$ cat config.mk
export PLATFORM = sky130hd
export DESIGN_NAME = elgamal_crypt_sign_engine
export DESIGN_NICKNAME = d
export VERILOG_FILES = /design/src/rtl/egcs_pkg.sv /design/src/rtl/egcs_serial_unit.sv /design/src/rtl/elgamal_crypt_sign_engine.sv
export SDC_FILE = /design/constraint.sdc
export NUM_CORES = 2
export LEC_CHECK = 0
export BUFFER_PORTS_ARGS = -buffer_cell sky130_fd_sc_hd__buf_4
export CAP_MARGIN = 0
export CORE_MARGIN = 1.5
export CORE_UTILIZATION = 28
export DETAILED_ROUTE_END_ITERATION = 7
export GPL_ROUTABILITY_DRIVEN = 1
export SLEW_MARGIN = 15
export SYNTH_ARGS = -nofsm -noshare
export SYNTH_HDL_FRONTEND = slang
export SYNTH_SLANG_ARGS = --single-unit
$ cat constraint.sdc
create_clock -name clk -period 8.68 [get_ports clk]
set_input_delay 0.434 -clock clk [delete_from_list [all_inputs] [get_ports clk]]
set_output_delay 0.434 -clock clk [all_outputs]
set_load 0.02 [all_outputs]
$ cat src/rtl/egcs_pkg.sv
`timescale 1ns / 1ps
package egcs_pkg;

  typedef enum logic [1:0] {
    FN_ENCRYPT = 2'd0,
    FN_DECRYPT = 2'd1,
    FN_SIGN    = 2'd2,
    FN_VERIFY  = 2'd3
  } func_t;

  localparam logic [1:0] CFG_PRIME     = 2'd0;
  localparam logic [1:0] CFG_GENERATOR = 2'd1;
  localparam logic [1:0] CFG_PRIVATE   = 2'd2;

  localparam int unsigned FIXED_NONCE = 4;
  localparam int unsigned RST_PRIME   = 23;
  localparam int unsigned RST_GEN     = 5;
  localparam int unsigned RST_PRIV    = 6;

  // Operation codes of the shared modular unit.
  typedef enum logic [1:0] {
    UOP_MUL  = 2'd0,  // x*y mod m, bit serial
    UOP_DIV  = 2'd1,  // x / y and x % y, restoring, bit serial
    UOP_NONE = 2'd2
  } uop_t;

endpackage

$ cat src/rtl/egcs_serial_unit.sv
`timescale 1ns / 1ps
// Bit-serial modular multiply (MSB first double-and-add) and restoring
// divide. One bit of the operand per cycle.
module egcs_serial_unit #(
  parameter int WORD_WIDTH = 32
) (
  input  logic                  clk,
  input  logic                  rst_n,
  input  logic                  go,
  input  egcs_pkg::uop_t        op,
  input  logic [WORD_WIDTH-1:0] x,
  input  logic [WORD_WIDTH-1:0] y,
  input  logic [WORD_WIDTH-1:0] m,
  output logic                  done,
  output logic [WORD_WIDTH-1:0] res,
  output logic [WORD_WIDTH-1:0] rem
);
  import egcs_pkg::*;

  localparam int CW = $clog2(WORD_WIDTH + 1);

  logic              busy_r;
  uop_t              op_r;
  logic [CW-1:0]     cnt_r;
  logic [WORD_WIDTH-1:0] acc_r, sh_r, xm_r, m_r;
  logic [WORD_WIDTH:0]   dbl, sum, rsh;
  logic [WORD_WIDTH-1:0] dbl_m, add_m;

  // Multiply step: acc = 2*acc mod m, then + x if bit set.
  always_comb begin
    dbl   = {acc_r, 1'b0};
    dbl_m = (dbl >= {1'b0, m_r}) ? WORD_WIDTH'(dbl - {1'b0, m_r})
                                 : dbl[WORD_WIDTH-1:0];
    sum   = {1'b0, dbl_m} + {1'b0, xm_r};
    add_m = (sum >= {1'b0, m_r}) ? WORD_WIDTH'(sum - {1'b0, m_r})
                                 : sum[WORD_WIDTH-1:0];
    // Divide step: remainder shifted with next dividend bit.
    rsh   = {acc_r, sh_r[WORD_WIDTH-1]};
  end

  always_ff @(posedge clk) begin
    if (!rst_n) begin
      busy_r <= 1'b0;
      done   <= 1'b0;
      cnt_r  <= '0;
      op_r   <= UOP_NONE;
    end else begin
      done <= 1'b0;
      if (go && !busy_r) begin
        busy_r <= 1'b1;
        op_r   <= op;
        cnt_r  <= CW'(WORD_WIDTH);
        acc_r  <= '0;
        m_r    <= (op == UOP_MUL) ? m : y;
        sh_r   <= (op == UOP_MUL) ? y : x;
        xm_r   <= x;
      end else if (busy_r) begin
        if (op_r == UOP_MUL) begin
          acc_r <= sh_r[WORD_WIDTH-1] ? add_m : dbl_m;
          sh_r  <= {sh_r[WORD_WIDTH-2:0], 1'b0};
        end else begin
          if (rsh >= {1'b0, m_r}) begin
            acc_r <= WORD_WIDTH'(rsh - {1'b0, m_r});
            sh_r  <= {sh_r[WORD_WIDTH-2:0], 1'b1};
          end else begin
            acc_r <= rsh[WORD_WIDTH-1:0];
            sh_r  <= {sh_r[WORD_WIDTH-2:0], 1'b0};
          end
        end
        cnt_r <= cnt_r - CW'(1);
        if (cnt_r == CW'(1)) begin
          busy_r <= 1'b0;
          done   <= 1'b1;
        end
      end
    end
  end

  // Multiply: result in acc. Divide: quotient in sh, remainder in acc.
  assign res = (op_r == UOP_MUL) ? acc_r : sh_r;
  assign rem = acc_r;

endmodule

$ cat src/rtl/elgamal_crypt_sign_engine.sv
`timescale 1ns / 1ps
// Run time is data dependent. Each modular multiply or divide is one call into
// the shared serial unit, an exponentiation up to 2*WORD_WIDTH+1 of them;
// verify runs four exponentiations.
// Throughput: one word at a time; busy is high until the result strobe.
// Reset (rst_n low, synchronous): config returns to p=23, alpha=5, a=6,
// sequencer idles. The receiver cannot stall: out_valid pulses one cycle.
module elgamal_crypt_sign_engine #(
  parameter int WORD_WIDTH = 32
) (
  input  logic                  clk,
  input  logic                  rst_n,
  input  logic                  start,
  output logic                  busy,
  input  logic [1:0]            in_func,
  input  logic [WORD_WIDTH-1:0] in_message,
  input  logic [WORD_WIDTH-1:0] in_word_first,
  input  logic [WORD_WIDTH-1:0] in_word_second,
  output logic                  out_valid,
  output logic [WORD_WIDTH-1:0] out_result_first,
  output logic [WORD_WIDTH-1:0] out_result_second,
  output logic                  out_signature_ok,
  output logic [WORD_WIDTH-1:0] out_public_key,
  input  logic                  cfg_valid,
  output logic                  cfg_ready,
  input  logic [1:0]            cfg_index,
  input  logic [WORD_WIDTH-1:0] cfg_data
);
  import egcs_pkg::*;

  localparam int W  = WORD_WIDTH;

  // Sequencer: each step is either a call into the serial unit or a
  // short bit of bookkeeping. Exponentiation is a subroutine (PW_*).
  typedef enum logic [5:0] {
    S_IDLE, S_RED_GEN, S_BETA_CALL, S_BETA_RET, S_DISPATCH,
    S_ENC_C1_RET, S_ENC_B4_RET, S_ENC_MRED, S_ENC_MUL,
    S_DEC_RED, S_DEC_S_RET, S_DEC_INV_RET, S_DEC_W2, S_DEC_MUL,
    S_SG_GCD, S_SG_GCD_STEP, S_SG_NEXTK, S_SG_GAM_RET,
    S_SG_INV, S_SG_INV_Q, S_SG_INV_M, S_SG_INV_S,
    S_SG_MRED, S_SG_ARED, S_SG_AG, S_SG_T, S_SG_D,
    S_VF_BG_RET, S_VF_RED, S_VF_GD_RET, S_VF_RHS, S_VF_LHS_RET,
    S_PW_RED, S_PW_LOOP, S_PW_MUL, S_PW_SQ,
    S_UWAIT, S_DONE
  } state_t;

  state_t state_r, ret_r, uret_r;
  func_t  func_r;
  logic [W-1:0] p_r, g_r, a_r, msg_r, w1_r, w2_r;
  logic [W-1:0] beta_r, r1_r, r2_r, t1_r, t2_r, k_r, n_r;
  logic         ok_r;
  // Exponentiation: base, exponent (shifted right each step), accumulator.
  logic [W-1:0] pb_r, pe_r, pacc_r;
  // Euclid registers.
  logic [W-1:0] e0_r, e1_r, s0_r, s1_r;
  // Unit interface.
  logic         u_go_r, u_done;
  uop_t         u_op_r;
  logic [W-1:0] u_x_r, u_y_r, u_m_r, u_res, u_rem, ures_r, urem_r;

  egcs_serial_unit #(.WORD_WIDTH(W)) u_unit (
    .clk, .rst_n, .go(u_go_r), .op(u_op_r), .x(u_x_r), .y(u_y_r), .m(u_m_r),
    .done(u_done), .res(u_res), .rem(u_rem)
  );

  assign busy      = (state_r != S_IDLE);
  assign cfg_ready = (state_r == S_IDLE);

  logic [W-1:0] one_mod_p, n_sub;
  always_comb begin
    one_mod_p = {{(W-1){1'b0}}, 1'b1};
    // sub_mod(t1, ures, n)
    n_sub = (t1_r >= ures_r) ? W'(t1_r - ures_r) : W'(t1_r + (n_r - ures_r));
  end

  always_ff @(posedge clk) begin
    if (!rst_n) begin
      state_r   <= S_IDLE;
      ret_r     <= S_IDLE;
      uret_r    <= S_IDLE;
      u_go_r    <= 1'b0;
      out_valid <= 1'b0;
      p_r <= W'(RST_PRIME);
      g_r <= W'(RST_GEN);
      a_r <= W'(RST_PRIV);
    end else begin
      out_valid <= 1'b0;
      u_go_r    <= 1'b0;
      unique case (state_r)
        S_IDLE: begin
          if (cfg_valid) begin
            unique case (cfg_index)
              CFG_PRIME:     p_r <= cfg_data;
              CFG_GENERATOR: g_r <= cfg_data;
              CFG_PRIVATE:   a_r <= cfg_data;
              default: ;
            endcase
          end
          if (start) begin
            func_r <= func_t'(in_func);
            msg_r  <= in_message;
            w1_r   <= in_word_first;
            w2_r   <= in_word_second;
            r1_r <= '0; r2_r <= '0; ok_r <= 1'b0; beta_r <= '0;
            n_r  <= p_r - W'(1);
            state_r <= (p_r < W'(3)) ? S_DONE : S_BETA_CALL;
          end
        end
        // Generic wait for the serial unit, then jump to uret.
        S_UWAIT: begin
          if (u_done) begin
            ures_r  <= u_res;
            urem_r  <= u_rem;
            state_r <= uret_r;
          end
        end
        // pow(pb, pe) mod p: pb reduced first, result in pacc.
        S_PW_RED: begin
          u_op_r <= UOP_DIV; u_x_r <= pb_r; u_y_r <= p_r; u_go_r <= 1'b1;
          pacc_r <= one_mod_p;
          uret_r <= S_PW_LOOP; state_r <= S_UWAIT;
        end
        S_PW_LOOP: begin
          if (uret_r == S_PW_LOOP) pb_r <= urem_r;
          if (uret_r == S_PW_MUL) pacc_r <= ures_r;
          if (uret_r == S_PW_SQ) pb_r <= ures_r;
          uret_r <= S_PW_MUL;
          if (pe_r == '0) begin
            state_r <= ret_r;
          end else begin
            state_r <= S_PW_MUL;
          end
        end
        S_PW_MUL: begin
          if (uret_r == S_PW_MUL) begin
            if (pe_r[0]) begin
              u_op_r <= UOP_MUL; u_x_r <= pacc_r; u_y_r <= pb_r; u_m_r <= p_r;
              u_go_r <= 1'b1; uret_r <= S_PW_SQ; state_r <= S_UWAIT;
            end else begin
              uret_r <= S_PW_SQ; state_r <= S_PW_SQ;
            end
          end else begin
            state_r <= S_PW_SQ;
          end
        end
        S_PW_SQ: begin
          // arriving from a multiply: store acc
          if (pe_r[0]) pacc_r <= ures_r;
          u_op_r <= UOP_MUL; u_x_r <= pb_r; u_y_r <= pb_r; u_m_r <= p_r;
          u_go_r <= 1'b1;
          pe_r   <= pe_r >> 1;
          uret_r <= S_PW_LOOP; state_r <= S_UWAIT;
          // the return state is held unchanged
          ret_r  <= ret_r;
        end
        S_RED_GEN: state_r <= S_BETA_CALL;
        S_BETA_CALL: begin
          pb_r <= g_r; pe_r <= a_r; ret_r <= S_BETA_RET; state_r <= S_PW_RED;
        end
        S_BETA_RET: begin
          beta_r <= pacc_r; state_r <= S_DISPATCH;
        end
        S_DISPATCH: begin
          unique case (func_r)
            FN_ENCRYPT: begin
              pb_r <= g_r; pe_r <= W'(FIXED_NONCE); ret_r <= S_ENC_C1_RET;
              state_r <= S_PW_RED;
            end
            FN_DECRYPT: begin
              pb_r <= w1_r; pe_r <= a_r; ret_r <= S_DEC_S_RET; state_r <= S_PW_RED;
            end
            FN_SIGN: begin
              k_r <= W'(FIXED_NONCE); state_r <= S_SG_GCD;
            end
            FN_VERIFY: begin
              if (w1_r != '0 && w1_r < p_r) begin
                pb_r <= beta_r; pe_r <= w1_r; ret_r <= S_VF_BG_RET;
                state_r <= S_PW_RED;
              end else state_r <= S_DONE;
            end
            default: state_r <= S_DONE;
          endcase
        end
        // ---- encrypt
        S_ENC_C1_RET: begin
          r1_r <= pacc_r;
          pb_r <= beta_r; pe_r <= W'(FIXED_NONCE); ret_r <= S_ENC_B4_RET;
          state_r <= S_PW_RED;
        end
        S_ENC_B4_RET: begin
          t1_r <= pacc_r;
          u_op_r <= UOP_DIV; u_x_r <= msg_r; u_y_r <= p_r; u_go_r <= 1'b1;
          uret_r <= S_ENC_MUL; state_r <= S_UWAIT;
        end
        S_ENC_MUL: begin
          u_op_r <= UOP_MUL; u_x_r <= urem_r; u_y_r <= t1_r; u_m_r <= p_r;
          u_go_r <= 1'b1; uret_r <= S_ENC_MRED; state_r <= S_UWAIT;
        end
        S_ENC_MRED: begin r2_r <= ures_r; state_r <= S_DONE; end
        // ---- decrypt
        S_DEC_S_RET: begin
          pb_r <= pacc_r; pe_r <= p_r - W'(2); ret_r <= S_DEC_INV_RET;
          state_r <= S_PW_RED;
        end
        S_DEC_INV_RET: begin
          t1_r <= pacc_r;
          u_op_r <= UOP_DIV; u_x_r <= w2_r; u_y_r <= p_r; u_go_r <= 1'b1;
          uret_r <= S_DEC_W2; state_r <= S_UWAIT;
        end
        S_DEC_W2: begin
          u_op_r <= UOP_MUL; u_x_r <= urem_r; u_y_r <= t1_r; u_m_r <= p_r;
          u_go_r <= 1'b1; uret_r <= S_DEC_MUL; state_r <= S_UWAIT;
        end
        S_DEC_MUL: begin r1_r <= ures_r; state_r <= S_DONE; end
        S_DEC_RED: state_r <= S_DONE;
        // ---- sign: gcd(k, n) by repeated remainders
        S_SG_GCD: begin
          e0_r <= k_r; e1_r <= n_r; state_r <= S_SG_GCD_STEP;
          uret_r <= S_SG_GCD;
        end
        S_SG_GCD_STEP: begin
          if (uret_r == S_SG_GCD_STEP) begin
            e0_r <= e1_r; e1_r <= urem_r;
            uret_r <= S_SG_GCD;
          end else if (e1_r == '0) begin
            if (e0_r == W'(1)) begin
              pb_r <= g_r; pe_r <= k_r; ret_r <= S_SG_GAM_RET;
              state_r <= S_PW_RED;
            end else state_r <= S_SG_NEXTK;
          end else begin
            u_op_r <= UOP_DIV; u_x_r <= e0_r; u_y_r <= e1_r; u_go_r <= 1'b1;
            uret_r <= S_SG_GCD_STEP; state_r <= S_UWAIT;
          end
        end
        S_SG_NEXTK: begin
          // k = (k+1) % n, zero wraps to one
          if (W'(k_r + W'(1)) == n_r || k_r + W'(1) == '0) k_r <= W'(1);
          else if (k_r + W'(1) > n_r) begin
            // initial k above n (tiny p): reduce via unit
            u_op_r <= UOP_DIV; u_x_r <= k_r + W'(1); u_y_r <= n_r;
            u_go_r <= 1'b1; uret_r <= S_SG_INV_M; state_r <= S_UWAIT;
          end else k_r <= k_r + W'(1);
          if (!(k_r + W'(1) > n_r && W'(k_r + W'(1)) != n_r && k_r + W'(1) != '0))
            state_r <= S_SG_GCD;
        end
        S_SG_INV_M: begin
          k_r <= (urem_r == '0) ? W'(1) : urem_r; state_r <= S_SG_GCD;
        end
        S_SG_GAM_RET: begin
          r1_r <= pacc_r;
          // inverse of k mod n: extended Euclid, coefficients mod n
          u_op_r <= UOP_DIV; u_x_r <= k_r; u_y_r <= n_r; u_go_r <= 1'b1;
          uret_r <= S_SG_INV; state_r <= S_UWAIT;
        end
        S_SG_INV: begin
          e0_r <= n_r; e1_r <= urem_r; s0_r <= '0;
          s1_r <= (n_r == W'(1)) ? '0 : W'(1);
          state_r <= S_SG_INV_Q;
        end
        S_SG_INV_Q: begin
          if (e1_r > W'(1)) begin
            u_op_r <= UOP_DIV; u_x_r <= e0_r; u_y_r <= e1_r; u_go_r <= 1'b1;
            uret_r <= S_SG_INV_S; state_r <= S_UWAIT;
          end else begin
            t2_r <= (e1_r == W'(1)) ? s1_r : '0;
            u_op_r <= UOP_DIV; u_x_r <= msg_r; u_y_r <= n_r; u_go_r <= 1'b1;
            uret_r <= S_SG_MRED; state_r <= S_UWAIT;
          end
        end
        S_SG_INV_S: begin
          e0_r <= e1_r; e1_r <= urem_r;
          u_op_r <= UOP_MUL; u_x_r <= ures_r; u_y_r <= s1_r; u_m_r <= n_r;
          u_go_r <= 1'b1; uret_r <= S_SG_T; state_r <= S_UWAIT;
        end
        S_SG_T: begin
          if (func_r == FN_SIGN && ret_r != S_SG_D) begin
            // s2 = s0 - q*s1 mod n
            s0_r <= s1_r;
            s1_r <= (s0_r >= ures_r) ? W'(s0_r - ures_r)
                                     : W'(s0_r + (n_r - ures_r));
            state_r <= S_SG_INV_Q;
          end else state_r <= S_DONE;
        end
        S_SG_MRED: begin
          t1_r <= urem_r;
          u_op_r <= UOP_DIV; u_x_r <= a_r; u_y_r <= n_r; u_go_r <= 1'b1;
          uret_r <= S_SG_ARED; state_r <= S_UWAIT;
        end
        S_SG_ARED: begin
          u_op_r <= UOP_MUL; u_x_r <= urem_r; u_y_r <= r1_r; u_m_r <= n_r;
          u_go_r <= 1'b1; uret_r <= S_SG_AG; state_r <= S_UWAIT;
        end
        S_SG_AG: begin
          // gamma < p may equal n: it went into the unit as y, the shifted
          // multiplier, so it was not reduced first
          u_op_r <= UOP_MUL; u_x_r <= t2_r; u_y_r <= n_sub; u_m_r <= n_r;
          u_go_r <= 1'b1; uret_r <= S_SG_D; state_r <= S_UWAIT;
        end
        S_SG_D: begin r2_r <= ures_r; state_r <= S_DONE; end
        // ---- verify
        S_VF_BG_RET: begin
          t1_r <= pacc_r;
          pb_r <= w1_r; pe_r <= w2_r; ret_r <= S_VF_GD_RET; state_r <= S_PW_RED;
        end
        S_VF_GD_RET: begin
          u_op_r <= UOP_MUL; u_x_r <= t1_r; u_y_r <= pacc_r; u_m_r <= p_r;
          u_go_r <= 1'b1; uret_r <= S_VF_RHS; state_r <= S_UWAIT;
        end
        S_VF_RHS: begin
          t2_r <= ures_r;
          pb_r <= g_r; pe_r <= msg_r; ret_r <= S_VF_LHS_RET; state_r <= S_PW_RED;
        end
        S_VF_LHS_RET: begin ok_r <= (pacc_r == t2_r); state_r <= S_DONE; end
        S_VF_RED: state_r <= S_DONE;
        S_DONE: begin
          out_valid         <= 1'b1;
          out_result_first  <= r1_r;
          out_result_second <= r2_r;
          out_signature_ok  <= ok_r;
          out_public_key    <= beta_r;
          state_r           <= S_IDLE;
        end
        default: state_r <= S_IDLE;
      endcase
    end
  end

endmodule
=== After elaboration in Yosys (flattened, before gate mapping) ===
Index checks and enable logic that the tools add are counted.

* Register bits after elaboration: 1060
* Input port bits: 136
* Output and inout port bits: 100
* Logic and storage cells: 359

* Add/subtract/negate cells: 13
* Magnitude comparators: 9
* Equal/unequal tests: 77
* Mux-type cells: 125
* Bitwise logic cells: 2
* Reductions and logical operators: 87

{| class="wikitable"
|+ Operator list
! cell !! count
|-
| 32-bit two-way mux || 52
|-
| 32-bit case mux with 3 select lines || 7
|-
| 32-bit case mux with 13 select lines || 1
|-
| 32-bit case mux with 12 select lines || 1
|-
| 32-bit case mux with 2 select lines || 6
|-
| 32-bit case mux with 8 select lines || 1
|-
| 32-bit case mux with 7 select lines || 1
|-
| 32-bit subtractor || 6
|-
| 6-bit two-way mux || 23
|-
| 32-bit logical NOT || 4
|-
| 32-bit case mux with 4 select lines || 1
|-
| 6-bit case mux with 17 select lines || 1
|-
| 33-bit by 32-bit greater-or-equal comparator with 1-bit output || 3
|-
| 32-bit by 1-bit == test with 1-bit output (second input constant) || 3
|-
| 6-bit by 5-bit == test with 1-bit output (second input constant) || 16
|-
| 6-bit case mux with 16 select lines || 1
|-
| 32-bit adder || 2
|-
| 32-bit == test || 2
|-
| 32-bit greater-or-equal comparator || 2
|-
| 32-bit nonzero test || 2
|-
| 6-bit by 4-bit == test with 1-bit output (second input constant) || 9
|-
| 6-bit == test (second input constant) || 9
|-
| 6-bit case mux with 7 select lines || 1
|-
| 3-bit AND reduction || 13
|-
| other kinds (56) || 146
|}

=== Longest topological paths before layout ===
* Depth after elaboration: 8
* Depth in mapped cells: 38
* Gate-level depth less buffers: 33

=== Modules after synthesis ===
From an unflattened synthesis, not the netlist that was laid out.

* Cells, all modules: 6732
* Area total of the unflattened synthesis: 65949.5 um2

{| class="wikitable"
|+ Modules (own cells, without submodules)
! module !! instances !! cells an instance !! area each (um2) !! seq. area each (um2)
|-
| elgamal_crypt_sign_engine || 1 || 5073 || 52306.4 || 26475.4
|-
| egcs_serial_unit || 1 || 1659 || 13643.1 || 4043.9
|}

=== Worst setup path after synthesis ===
Ideal clock, no wire load.

* Path kind: reg-to-reg
* Start: reg state_r[5]
* End: reg out_public_key[0] (enable)
* Setup time: 671 ps
* Arrival time: 7519 ps
* Data required time: 8009 ps
* Slack: 489 ps
* Stages on the path, launching flop included: 5
* Buffers on the path: 1
* Period minus slack after synthesis: 8191 ps
* Cell sequence: dfxtp_1 clkbuf_1 nor2b_1 nand2_1 nor3_1

* Cells in the longest elaborated chain, start to end: 2

{| class="wikitable"
|+ Ends and longest elaborated chain
! what !! line !! RTL
|-
| start, declared || elgamal_crypt_sign_engine.sv:47 || <nowiki>state_t state_r, ret_r, uret_r;</nowiki>
|-
| start signal, assigned || elgamal_crypt_sign_engine.sv:106 || <nowiki>state_r <= (p_r < W'(3)) ? S_DONE : S_BETA_CALL;</nowiki>
|-
| start signal, assigned || elgamal_crypt_sign_engine.sv:114 || <nowiki>state_r <= uret_r;</nowiki>
|-
| start signal, assigned || elgamal_crypt_sign_engine.sv:129 || <nowiki>state_r <= ret_r;</nowiki>
|-
| 6-bit == test || elgamal_crypt_sign_engine.sv:89 || <nowiki>unique case (state_r)</nowiki>
|-
| 2-bit AND reduction (no line) || -- ||
|-
| end signal, assigned || elgamal_crypt_sign_engine.sv:320 || <nowiki>out_public_key <= beta_r;</nowiki>
|-
| end, declared || elgamal_crypt_sign_engine.sv:23 || <nowiki>output logic [WORD_WIDTH-1:0] out_public_key,</nowiki>
|}

Every way passes these cells.
A chain may end at the register's enable or synchronous reset.

=== Worst setup path after layout ===
* Start: reg u_unit.acc_r[2] (netlist: u_unit.rem[2])
* End: reg u_unit.acc_r[14] (netlist: u_unit.rem[14]), data pin

* Cells in the longest elaborated chain, start to end: 8

{| class="wikitable"
|+ Ends and longest elaborated chain
! what !! line !! RTL
|-
| start, declared || egcs_serial_unit.sv:25 || <nowiki>logic [WORD_WIDTH-1:0] acc_r, sh_r, xm_r, m_r;</nowiki>
|-
| start signal, assigned || egcs_serial_unit.sv:59 || <nowiki>acc_r <= sh_r[WORD_WIDTH-1] ? add_m : dbl_m;</nowiki>
|-
| start signal, assigned || egcs_serial_unit.sv:63 || <nowiki>acc_r <= WORD_WIDTH'(rsh - {1'b0, m_r});</nowiki>
|-
| start signal, assigned || egcs_serial_unit.sv:66 || <nowiki>acc_r <= rsh[WORD_WIDTH-1:0];</nowiki>
|-
| 32-bit subtractor / 33-bit by 32-bit greater-or-equal comparator with 1-bit output (equally long branches) || egcs_serial_unit.sv:32 || <nowiki>dbl_m = (dbl >= {1'b0, m_r}) ? WORD_WIDTH'(dbl - {1'b0, m_r})</nowiki>
|-
| 32-bit two-way mux || egcs_serial_unit.sv:32 ||
|-
| 32-bit by 32-bit adder with 33-bit output || egcs_serial_unit.sv:34 || <nowiki>sum = {1'b0, dbl_m} + {1'b0, xm_r};</nowiki>
|-
| 32-bit subtractor / 33-bit by 32-bit greater-or-equal comparator with 1-bit output (equally long branches) || egcs_serial_unit.sv:35 || <nowiki>add_m = (sum >= {1'b0, m_r}) ? WORD_WIDTH'(sum - {1'b0, m_r})</nowiki>
|-
| 32-bit two-way mux || egcs_serial_unit.sv:35 ||
|-
| 32-bit two-way mux || egcs_serial_unit.sv:59 ||
|-
| 32-bit two-way mux (*) || egcs_serial_unit.sv:58 || <nowiki>if (op_r == UOP_MUL) begin</nowiki>
|-
| 32-bit two-way mux (*) || egcs_serial_unit.sv:57 || <nowiki>end else if (busy_r) begin</nowiki>
|}

Every way passes the cells marked *; elsewhere a longest branch is shown, timed or not. The select of a mux whose other input is x is not followed.

==> results.ini <==
[power]
power_switching_share_pct = 40.65
total_leakage_power_nw = 28.03
share_comb_of_total_power_pct = 38.8
switching_power_mw = 8.566
power.share.sequential_pct = 33.1
clockPowerShare_pct = 28.1
power_per_cell_area_nw_per_um2 = 274.5
report.power.total_mw = 21.07
vdd.ir_drop.worst_mv = 0.2514
internal_power_mw = 12.51

[timing]
finalCriticalPeriod_ns = 8.147
worstMarginPinSlew_ns = 1.347
period_utilization_post_route_pct = 93.85
unrepaired_setup_endpoints_after_global_routing = no
maxClockFrequency_ghz = 0.1228
hold_viol = 0
hold_ws_ns = 0.1825
final.setup.tns_ns = 0
finalSetupViolations = 0
final.setup.worst_slack_ns = 0.5335
relSlewSlack_pct = 10.23
timing.clock.skew_ns = 0.07486
slew_viol_final = 0

[hold_path]
worstHoldEndpoint = ok_r
hold_path_start = start
hold-path-cell-count = 3
hold_path.class = in2reg

[layout]
final_cell_mix = edfxtp_1, nand2_1, a21oi_1, buf_4, nor2_1
fin_area_um2 = 76780
layout.cells.non_filler = 9982
final_nets = 7304
final_core_utilization_pct = 33.37
filler_cells_inserted = 23340
commonest_non_fill_non_tap_cell_in_the_layout = edfxtp_1
final_layout_size_suffix_gt1_share_pct = 12.44
area_growth_pct = 18.29

[critical_path]
arrival_ns = 8.82
crit_path_max_fanout = 16
worstSetupPathType = reg2reg
critical_path_required_ns = 9.35
critPathCaptureType = flop
critical-path-slowest-cell = nor2b_1
worstReg2RegStart = u_unit.rem[2]
r2r_setup_slack_ns = 0.53
worst_r2r_endpoint = u_unit.rem[14]
cp_slowest_stage_delay_ns = 0.55
critPathTopFamily = compound AO/OA/AOI/OAI gates
ff2ff_path_depth = 32
cp_num_buf_inv = 4
worstSetupStartpointType = flop

[clock_tree]
cts_tree = yes
cts-htree-levels = 4
clk_pin_slew_worst_paths_ns = 0.06
clock-sinks = 1058
clock_latency_ns = 0.87
cts_max_path_buffers = 3
clock_tree.root_cell = clkbuf_16
cts-buffers-inserted = 134

[routing]
route.detailed.drc = 12
routedWlPerCell_um = 34.60
drt-initial-drc-count = 9485
drt_first_pass_iters = 8
route.detailed.vias_per_inst = 6.039
vias = 60280
detail_route.wirelength_um = 345400
ant_nets = 0

[synth]
synth-async-reset-ratio_pct = 0
synthesis.nets = 6997
synthesis.instances = 6528
synth.yosys.seq_area_share_pct = 47.02
synth_edf_count = 933
ys_seq_elements = 1058
ys.warnings.count = 0
post_synth_num_cell_types = 86
synthesis.area_per_instance_um2 = 9.943
primary_ff_master_synth = edfxtp_1
synthesis.area_um2 = 64910

[global_routing]
grt-ovfl-total = 0
met3_track_demand_over_resource_pct = 7.845
grt_usage_pct = 28.36
first_global_vias = 56650
grt_met1_usage_pct = 34.94
grt_max_degree = 77
grt_util_met2_pct = 42.31
antenna_violations_before_repair = 38
most_crowded_layer_gr = met2
global_route_wire_length_before_repair_um = 465500

[place]
place_hpwl_um = 260900
worst_setup_slack_after_placement_ns = 0.2415
dpl_cell_area_um2 = 70810
place.detailed.instances = 9588
buffer_ports.inserted = 235
gp_congestion = 1.023

[die]
die_h_um = 484.5
start_util_pct = 28.21
die_area_um2 = 234700
core.rowCount = 176
fp.dieW_um = 484.5
core_region_area_um2 = 230100
floorplan.io_pins = 236

[flow_run]
drv_cap = 0

[status]
violations = design-rule violations
status = finished with violations

[worst max-delay path by stage]
| stage | to | slack [ns] | startpoint | cells past startpoint |
|---|---|---|---|---|
| floorplan | out_public_key[0] | 0.49 | state_r[5] | 4 |
| global placement | u_unit.rem[17] | 0.20 | u_unit.rem[11] | 34 |
| detailed placement | u_unit.rem[14] | 0.24 | u_unit.rem[11] | 32 |
| CTS | u_unit.rem[14] | 0.18 | u_unit.rem[11] | 32 |
| global route | u_unit.rem[16] | 0.009 | u_unit.rem[17] | 35 |
| finish | u_unit.rem[14] | 0.53 | u_unit.rem[2] | 32 |
[synth_stat cells, drive strengths merged, types with 50 or more instances]
master  number  area (um^2)
o21bai      56        420.4
mux2       115         1295
nand3      148        740.7
xnor2      226         1979
nor4       110        718.2
o211ai      53        397.9
a22oi      257         1929
buf         50        230.2
a221oi      93        814.5
and3        74        462.9
edfxtp     933        28020
nand2      812         3048
ha         324         4054
inv        228        855.8
nor3       123        615.6
xor2       144         1261
mux2i       72        720.7
dfxtp      125         2502
o21ai      330         1652
nor2       390         1464
clkbuf     342         1285
a222oi      60        600.6
a22o        83        727.0
a21o       167         1254
a21oi      527         2649
nand4       98        619.3
[layout make-up]
cell class / count / area (um^2) / area share (%)
flip-flops and latches: 1058 / 30520 / 39.75
clock inverters: 89 / 1025 / 1.335
clock buffers: 155 / 3517 / 4.581
well taps: 3026 / 3786 / 4.931
repair buffers: 563 / 4602 / 5.994
diodes: 13 / 32.53 / 0.04237
multi-input cells: 4846 / 32420 / 42.23
inverters: 232 / 873.3 / 1.137
[logic make-up (layout without fill, tap and decap cells)]
family                   after synthesis  count (layout)  share of synthesized area [%]
adder cells (fa/ha/maj)              333             333                          6.523
multiplexers                         187             187                          3.105
XOR/XNOR                             371             371                          5.027
flip-flops                          1058            1058                          47.02
other                                  0              13                              0
buffers and inverters                624            1039                          3.676
AO/OA/AOI/OAI                       1982            1982                          20.56
AND/OR/NAND/NOR                     1973            1973                          14.09
[worst register-to-register path, delay by kind of cell, from the launching register on]
kind,cells,cell delay (ns)
AO/OA/AOI/OAI,14,3.12
XOR/XNOR,2,0.28
adder cells (fa/ha/maj),3,1.24
buffers and inverters,4,0.74
flip-flops,1,0.48
AND/OR/NAND/NOR,9,2.13
[power by group through the flow]
stage | registers (mW) | logic [mW] | clock network, mW
floorplan | 6.63 | 5.10 | 0
global placement | 7.02 | 7.89 | 0
detailed placement | 7.02 | 7.83 | 0
CTS | 6.92 | 7.93 | 5.97
global route | 6.97 | 8.72 | 6.17
finish | 6.97 | 8.17 | 5.93
[per-layer routing]
layer | wire length, um | vias up
met2 | 146900 | 4152
met5 | 157 | -
met3 | 37520 | 1054
met4 | 30850 | 22
met1 | 129900 | 29610
li1 | - | 25440
[what timing repair did]
action / CTS / global route
hold buffers: 131 / 0
resized for setup: 0 / 12
setup buffers: 0 / 3
hold endpoints to repair: 196 / 0
setup endpoints to repair: 0 / 32
Note: power is estimated with default switching activity, not from simulation.
